--- src/sv/assert_macros.svh ---
// Assertion macros used by the top-level RTL file.
`ifndef ASSERT_MACROS_SVH
`define ASSERT_MACROS_SVH
`ifndef SYNTH
`define ASSERT_CLK(lbl, clk, rstn, prop, msg) \
    lbl: assert property (@(posedge clk) disable iff (!rstn) prop) else $error(msg);
`define ASSERT_NEVER(lbl, clk, rstn, expr, msg) \
    lbl: assert property (@(posedge clk) disable iff (!rstn) !(expr)) else $error(msg);
`else
`define ASSERT_CLK(lbl, clk, rstn, prop, msg)
`define ASSERT_NEVER(lbl, clk, rstn, expr, msg)
`endif
`endif

--- src/sv/tsc_pkg.sv ---
// Types and constants of the time-signature tick converter.
`timescale 1ns / 1ps
package tsc_pkg;

    localparam logic [30:0] TICK_MAX = 31'h7FFF_FFFF;

    typedef enum logic [1:0] {
        KIND_SET,
        KIND_REMOVE,
        KIND_TO_TIME,
        KIND_TO_TICK
    } kind_t;

    typedef enum logic [1:0] {
        ST_OK,
        ST_NO_SIG,
        ST_FULL,
        ST_OVF
    } status_t;

    typedef struct packed {
        logic [30:0] start;
        logic [6:0]  den;
        logic [6:0]  num;
        logic [15:0] bar;
    } entry_t;

    localparam entry_t DEFAULT_ENTRY = '{start: 31'd0, den: 7'd4, num: 7'd4, bar: 16'd0};

    typedef struct packed {
        kind_t       kind;
        logic [15:0] bar;
        logic [6:0]  num;
        logic [6:0]  den;
        logic [15:0] beat;
        logic [30:0] tick;
        logic        imm;
        status_t     imm_status;
        logic [30:0] imm_total;
    } cmd_t;

    typedef struct packed {
        logic empty;
        logic full;
    } front_stat_t;

    typedef enum logic [4:0] {
        BK_INIT, BK_IDLE, BK_SCAN_RD, BK_SCAN_CHK,
        BK_SHU_RD, BK_SHU_WR, BK_INS_WR, BK_SHD_RD, BK_SHD_WR,
        BK_REC_START, BK_REC_PREV, BK_REC_RD, BK_REC_LEN, BK_REC_MUL,
        BK_REC_ADD, BK_REC_DONE,
        BK_TK_BL, BK_TK_TL, BK_TK_Q1, BK_TK_Q2, BK_TK_FIN,
        BK_TM_BL, BK_TM_TL, BK_TM_M1, BK_TM_M2, BK_TM_ADD, BK_TM_FIN,
        BK_DIV_WAIT, BK_OUT
    } back_state_t;

endpackage

--- src/sv/tsc_front.sv ---
// Input side: takes transactions, classifies them and queues them for the back end.
`timescale 1ns / 1ps
module tsc_front (
    input  logic                clk,
    input  logic                rst_n,
    input  logic                s_tvalid,
    output logic                s_tready,
    input  logic [79:0]         s_tdata,
    input  logic [1:0]          s_tuser,
    input  logic                pop,
    output tsc_pkg::cmd_t       head,
    output tsc_pkg::front_stat_t stat
);
    import tsc_pkg::*;

    cmd_t       cls;
    cmd_t       q_mem_reg [2];
    logic       wr_ptr_reg, wr_ptr_next;
    logic       rd_ptr_reg, rd_ptr_next;
    logic [1:0] level_reg, level_next;
    logic       push;

    always_comb
    begin
        cls.kind       = kind_t'(s_tuser);
        cls.bar        = s_tdata[15:0];
        cls.num        = s_tdata[22:16];
        cls.den        = s_tdata[29:23];
        cls.beat       = s_tdata[45:30];
        cls.tick       = s_tdata[76:46];
        cls.imm        = 1'b0;
        cls.imm_status = ST_OK;
        cls.imm_total  = '0;
        unique case (cls.kind)
            KIND_SET:
            begin
                cls.imm = (cls.num == 7'd0) || (cls.den == 7'd0);
            end
            KIND_REMOVE:
            begin
                cls.imm        = cls.bar == 16'd0;
                cls.imm_status = ST_NO_SIG;
            end
            KIND_TO_TIME:
            begin
                cls.imm = 1'b0;
            end
            KIND_TO_TICK:
            begin
                // Measure zero and beat zero pass the tick straight through.
                cls.imm       = (cls.bar == 16'd0) && (cls.beat == 16'd0);
                cls.imm_total = cls.tick;
            end
            default:
            begin
                cls.imm = 1'b0;
            end
        endcase
    end

    assign s_tready   = level_reg != 2'd2;
    assign push       = s_tvalid && s_tready;
    assign stat.empty = level_reg == 2'd0;
    assign stat.full  = level_reg == 2'd2;
    assign head       = q_mem_reg[rd_ptr_reg];

    always_comb
    begin
        wr_ptr_next = push ? !wr_ptr_reg : wr_ptr_reg;
        rd_ptr_next = pop ? !rd_ptr_reg : rd_ptr_reg;
        level_next  = level_reg + {1'b0, push} - {1'b0, pop};
    end

    always_ff @(posedge clk or negedge rst_n)
    begin
        if (!rst_n)
        begin
            wr_ptr_reg <= 1'b0;
            rd_ptr_reg <= 1'b0;
            level_reg  <= '0;
        end
        else
        begin
            wr_ptr_reg <= wr_ptr_next;
            rd_ptr_reg <= rd_ptr_next;
            level_reg  <= level_next;
        end
    end

    always_ff @(posedge clk)
    begin
        if (push)
        begin
            q_mem_reg[wr_ptr_reg] <= cls;
        end
    end
endmodule

--- config.mk ---
export PLATFORM = sky130hd
export DESIGN_NAME = tsc_front
export DESIGN_NICKNAME = d
export VERILOG_FILES = /design/src/sv/assert_macros.svh /design/src/sv/tsc_pkg.sv /design/src/sv/tsc_front.sv
export SDC_FILE = /design/constraint.sdc
export NUM_CORES = 1
export LEC_CHECK = 0
export ABC_AREA = 1
export BUFFER_PORTS_ARGS = -buffer_cell sky130_fd_sc_hd__buf_2
export CAP_MARGIN = 20
export CORE_MARGIN = 2
export CORE_UTILIZATION = 51
export CTS_CLUSTER_SIZE = 30
export DETAILED_ROUTE_END_ITERATION = 16
export PLACE_DENSITY = 0.87
export SLEW_MARGIN = 15
export SYNTH_ARGS = -nofsm -noshare
export SYNTH_HDL_FRONTEND = slang
export SYNTH_SLANG_ARGS = --single-unit
--- constraint.sdc ---
create_clock -name clk -period 6.59 [get_ports clk]
set_input_delay 0 -clock clk [delete_from_list [all_inputs] [get_ports clk]]
set_output_delay 0 -clock clk [all_outputs]
set_load 0.01 [all_outputs]
Yosys cells after proc, flatten, opt, wreduce, memory -nomap -nowiden
Memory sizes are Yosys's and may differ from the RTL's. Cells that the tools add are included.

Register bits after elaboration: 4. Memory bits (writable): 224. Bits of input ports: 86. Output and inout bits: 116. Logic and storage cells: 27. Memories kept: 1.

Memory list: q_mem_reg (words 2, bits a word 112, read ports 1, clocked after Yosys merged registers in 0, wr ports 1, line tsc_front.sv:17) `cmd_t q_mem_reg [2];`.

$add $sub $neg: 2. Eq/ne operators: 5. Muxes and demuxes: 5. Reductions and logical operators: 11.

Operator list (count): zero test 16 bit (2); two-way mux 31 bit (1); zero test 7 bit (2); equality test 2 bit (second input constant) (3); zero test 2 bit (2); one-hot mux 1 bit (4 select lines) (1); two-way mux 1 bit (3); adder 2 x 1 -> 2 bit (1); equality test 2 x 1 -> 1 bit (second input constant) (1); logical AND 1 bit (2); zero test 1 bit (2); != test 2 bit (second input constant) (1); subtractor 2 x 1 -> 2 bit (1); logical OR 1 bit (1).

Depth between registers and ports, before layout
Word-level depth: 4. Gate-level depth with buffers: 9. Depth with buffers taken out: 9.

Worst setup path after synthesis
No wires, ideal clock.

Kind: register to register. Start: reg level_reg[1]. End: mem q_mem_reg[1][0] in the netlist's numbering (enable). Setup time: 0.585 ns. Arrival time: 5.433 ns. Required time: 6.005 ns. Slack: 0.571 ns. Cell stages (with the launch flop): 6. Buffers on the path: 0. Clock period less this slack: 6.019 ns. Cells stage by stage: dfrtp_1 -> inv_1 -> nor2_1 -> inv_1 -> nand2_1 -> nor2_1.

Cells in the longest elaborated chain, start to end: 4.

Ends and longest elaborated chain: start, declared (line tsc_front.sv:20) `logic [1:0] level_reg, level_next;`; start signal, assigned (line tsc_front.sv:86) `level_reg <= level_next;`; != test 2 bit (line tsc_front.sv:61) `assign s_tready = level_reg != 2'd2;`; net s_tready (line tsc_front.sv:7) `output logic s_tready,`; logical AND 1 bit (line tsc_front.sv:62) `assign push = s_tvalid && s_tready;`; two-way mux 1 bit (line tsc_front.sv:92) `if (push)`; two-way mux 1 bit (implied by the code) (line tsc_front.sv:94) `q_mem_reg[wr_ptr_reg] <= cls;`; end, declared (line tsc_front.sv:17).

The timed path passes the listed nets, and every way through them passes these cells.

==> results.md <==
- Via count: around 5100
- Crit path required time: about 6.6 ns
- CP max stage delay: between 0.9 and 1 ns
- CP Class: flop to output pin
- Initial DRC Count: between 200 and 300
- Max-cap viol count: 0
- Final cell count without fillers: roughly 1000
- Worst setup SP type: flop
- Commonest non-fill, non-tap cell in the layout: edfxtp_1
- #FFs+latches synth: roughly 230
- Seq/Total Area, Yosys: approximately three quarters
- Mapped Area: roughly 0.009 mm²
- Via density: between 4 and 5
- Core region area: 0.0173 mm²
- CP Cell Sequence: buf_4, mux2_2, buf_2
- Final Power: between 4 and 5 mW
- Max-slew violations: 0
- # fillers: roughly 1100
- Post-Syn Instances: approximately 480
- Clock latency on the worst-skew pair: slightly below 0.5 ns
- Total clock sinks: ~230
- Final period utilization: 46.5%
- Die X: roughly 140 µm
- Synth Area in Simple Gates: between 3 and 4%
- Final setup violation count: 0
- Fin crit period: 3.06 ns
- HPWL after DPL: about 11 mm
- Vias in the first global route: 5496
- Post-Syn Area per Cell: approximately 19 µm²
- CTS Buf Count: 23
- Worst slew margin: a little over a quarter
- CTS tree: done
- Max VDD drop: between 0.3 and 0.4 mV
- First-pass GRT wire length: approximately 28 mm
- Compound-Gate Fraction of Synth Area: less than 1%
- Top delay family on crit path: buffers and inverters
- Post-CTS Setup Bufs: 0
- DRC viols: 0
- Synth warnings: 0
- Cell variety after synth: 21
- RSZ-0062 raised after global routing: no
- Status: complete, no violations
- Die footprint: ~0.019 mm²
- Crit path DAT: 3.06 ns
- Clk root buf: clkbuf_16
- Most frequent cells in the layout: edfxtp_1 (224), buf_2 (197), dlygate4sd3_1 (83)
- Final-report hold violation count: 0
- Largest net degree at the start of global routing: 73
- Pwr dens: approximately 410 mW/mm²
- GRT Residual Overflow: 0
- Die Span Y: 137 µm
- Net Count, Synth: 572
- Worst-path maximum fanout: 65
- Starting density of the core: 52.1%
- Crit path capture type: output pin
- Post-route ant nets: 0
- Inst Count DP: just under 900
- CTS H-tree lvls: 1
- Post-synthesis mux area share: 16.9%
- Final setup TNS: 0 ns
- Final Skew: 0.0168 ns
- Number of core rows: 48
- Area Overhead vs Synth: 30.4%
- CP max stage cell: buf_4
- Fin nets: approximately 870
- I/O Buffers: between 150 and 200
- Initial antenna violation count: 2
- Layout cells sized above 1: between 40% and 50%
- Xor/xnor cell area share of the yosys netlist: less than 1%
- Worst Hold Class: input port to flop
- Routability-driven placement congestion ratio: 0.789
- Reg clk slew, reported paths: 0.06 ns
- Boundary pin count: 202
- DRT Pass-1 Iters: 4
- Adder-Cell Fraction of Synth Area: 0.278%
- F_max: 326 MHz
- Overall Global Routing Usage: 19.6%
- Worst-Margin Slew: between 1 and 1.5 ns
- Max clock buf depth: 3
- DRT Wirelength: between 15 and 20 mm
- Worst path bufs/invs: 2
- Mean routed wirelength per cell: around 18 µm
- Main combinational cell family by area after synthesis: multiplexers
- Max FFs per register: between 200 and 250
- Pleak: between 4 and 5 nW
==> metrics by stage <==
stage / hold WS [ns] / instance area (µm²) / util (%) / setup slack (ns)
global placement: -0.197 / 10200 / 58.9 / 3.60
global route: 0.239 / 11800 / 68.0 / 3.40
CTS: 0.220 / 11800 / 67.9 / 3.51
finish: 0.243 / 11800 / 68.0 / 3.53
detailed placement: -0.188 / 10200 / 59.1 / 3.77
floorplan: -0.296 / 9010 / - / 0.571
==> layout make-up <==
| type | instances | area (µm²) | share of cell area, % |
|---|---|---|---|
| Multi-Input combinational cell | 201 | 1920 | 16.3 |
| Clock buffer | 25 | 583 | 4.96 |
| Inverter | 38 | 143 | 1.21 |
| Timing Repair Buffer | 286 | 1880 | 16.0 |
| Sequential cell | 228 | 6830 | 58.1 |
| Tap cell | 225 | 282 | 2.39 |
| Clock inverter | 17 | 115 | 0.979 |
| Antenna cell | 2 | 5.00 | 0.0426 |
==> power by group <==
group | switching, mW | internal [mW]
Clock | 0.507 | 0.680
Sequential | 0.156 | 1.98
Combinational | 0.749 | 0.754
==> kinds of logic after synthesis <==
family / Yosys count
other: 1
adders and majority gates: 2
DFF: 228
buffers and inverters: 55
AOI/OAI and AO/OA: 1
xor gates and xnor gates: 3
and+or+nand+nor: 82
muxes: 112
==> cells in the mapped netlist <==
cell type  count  area (µm²)
a21oi_1        1        5.00
and2_0         1        6.26
buf_2          4        20.0
buf_4          1        7.51
buf_6          8        90.1
buf_8          1        15.0
clkbuf_1       3        11.3
conb_1         1        3.75
dfrtp_1        4         100
edfxtp_1     224        6730
ha_1           2        25.0
inv_1         38         143
mux2_2        42         473
mux2_4        70        1050
nand2_1       15        56.3
nand3_1        2        10.0
nand4_1        1        6.26
nor2_1        61         229
nor3_1         2        10.0
xnor2_1        1        8.76
xor2_1         2        17.5
==> final timing paths <==
kind                       depth (start not counted)  slack, ns           endpoint         start
max                                                3       3.53           head[31]    rd_ptr_reg
max in group asynchronous                          3       5.95         rd_ptr_reg         rst_n
min                                                2       0.24   q_mem_reg[1][99]    s_tdata[5]
max reg2reg                                        7       3.74  q_mem_reg[1][103]  level_reg[1]
min reg2reg                                        1       0.59       level_reg[0]  level_reg[0]
min in group asynchronous                          3       0.44         rd_ptr_reg         rst_n
==> routing by layer <==
metal	global-route usage, %	wire, µm	vias up
li1	-	-	2366
met1	21.9	6910	2510
met2	36.4	10000	183
met3	3.33	939	48
met4	8.36	653	0
met5	0	0	-
==> what timing repair did <==
action                    CTS  global route
hold endpoints to repair  230             0
resized for setup           0             0
hold buffers               83             0
Power figures use the tool's default switching activity.
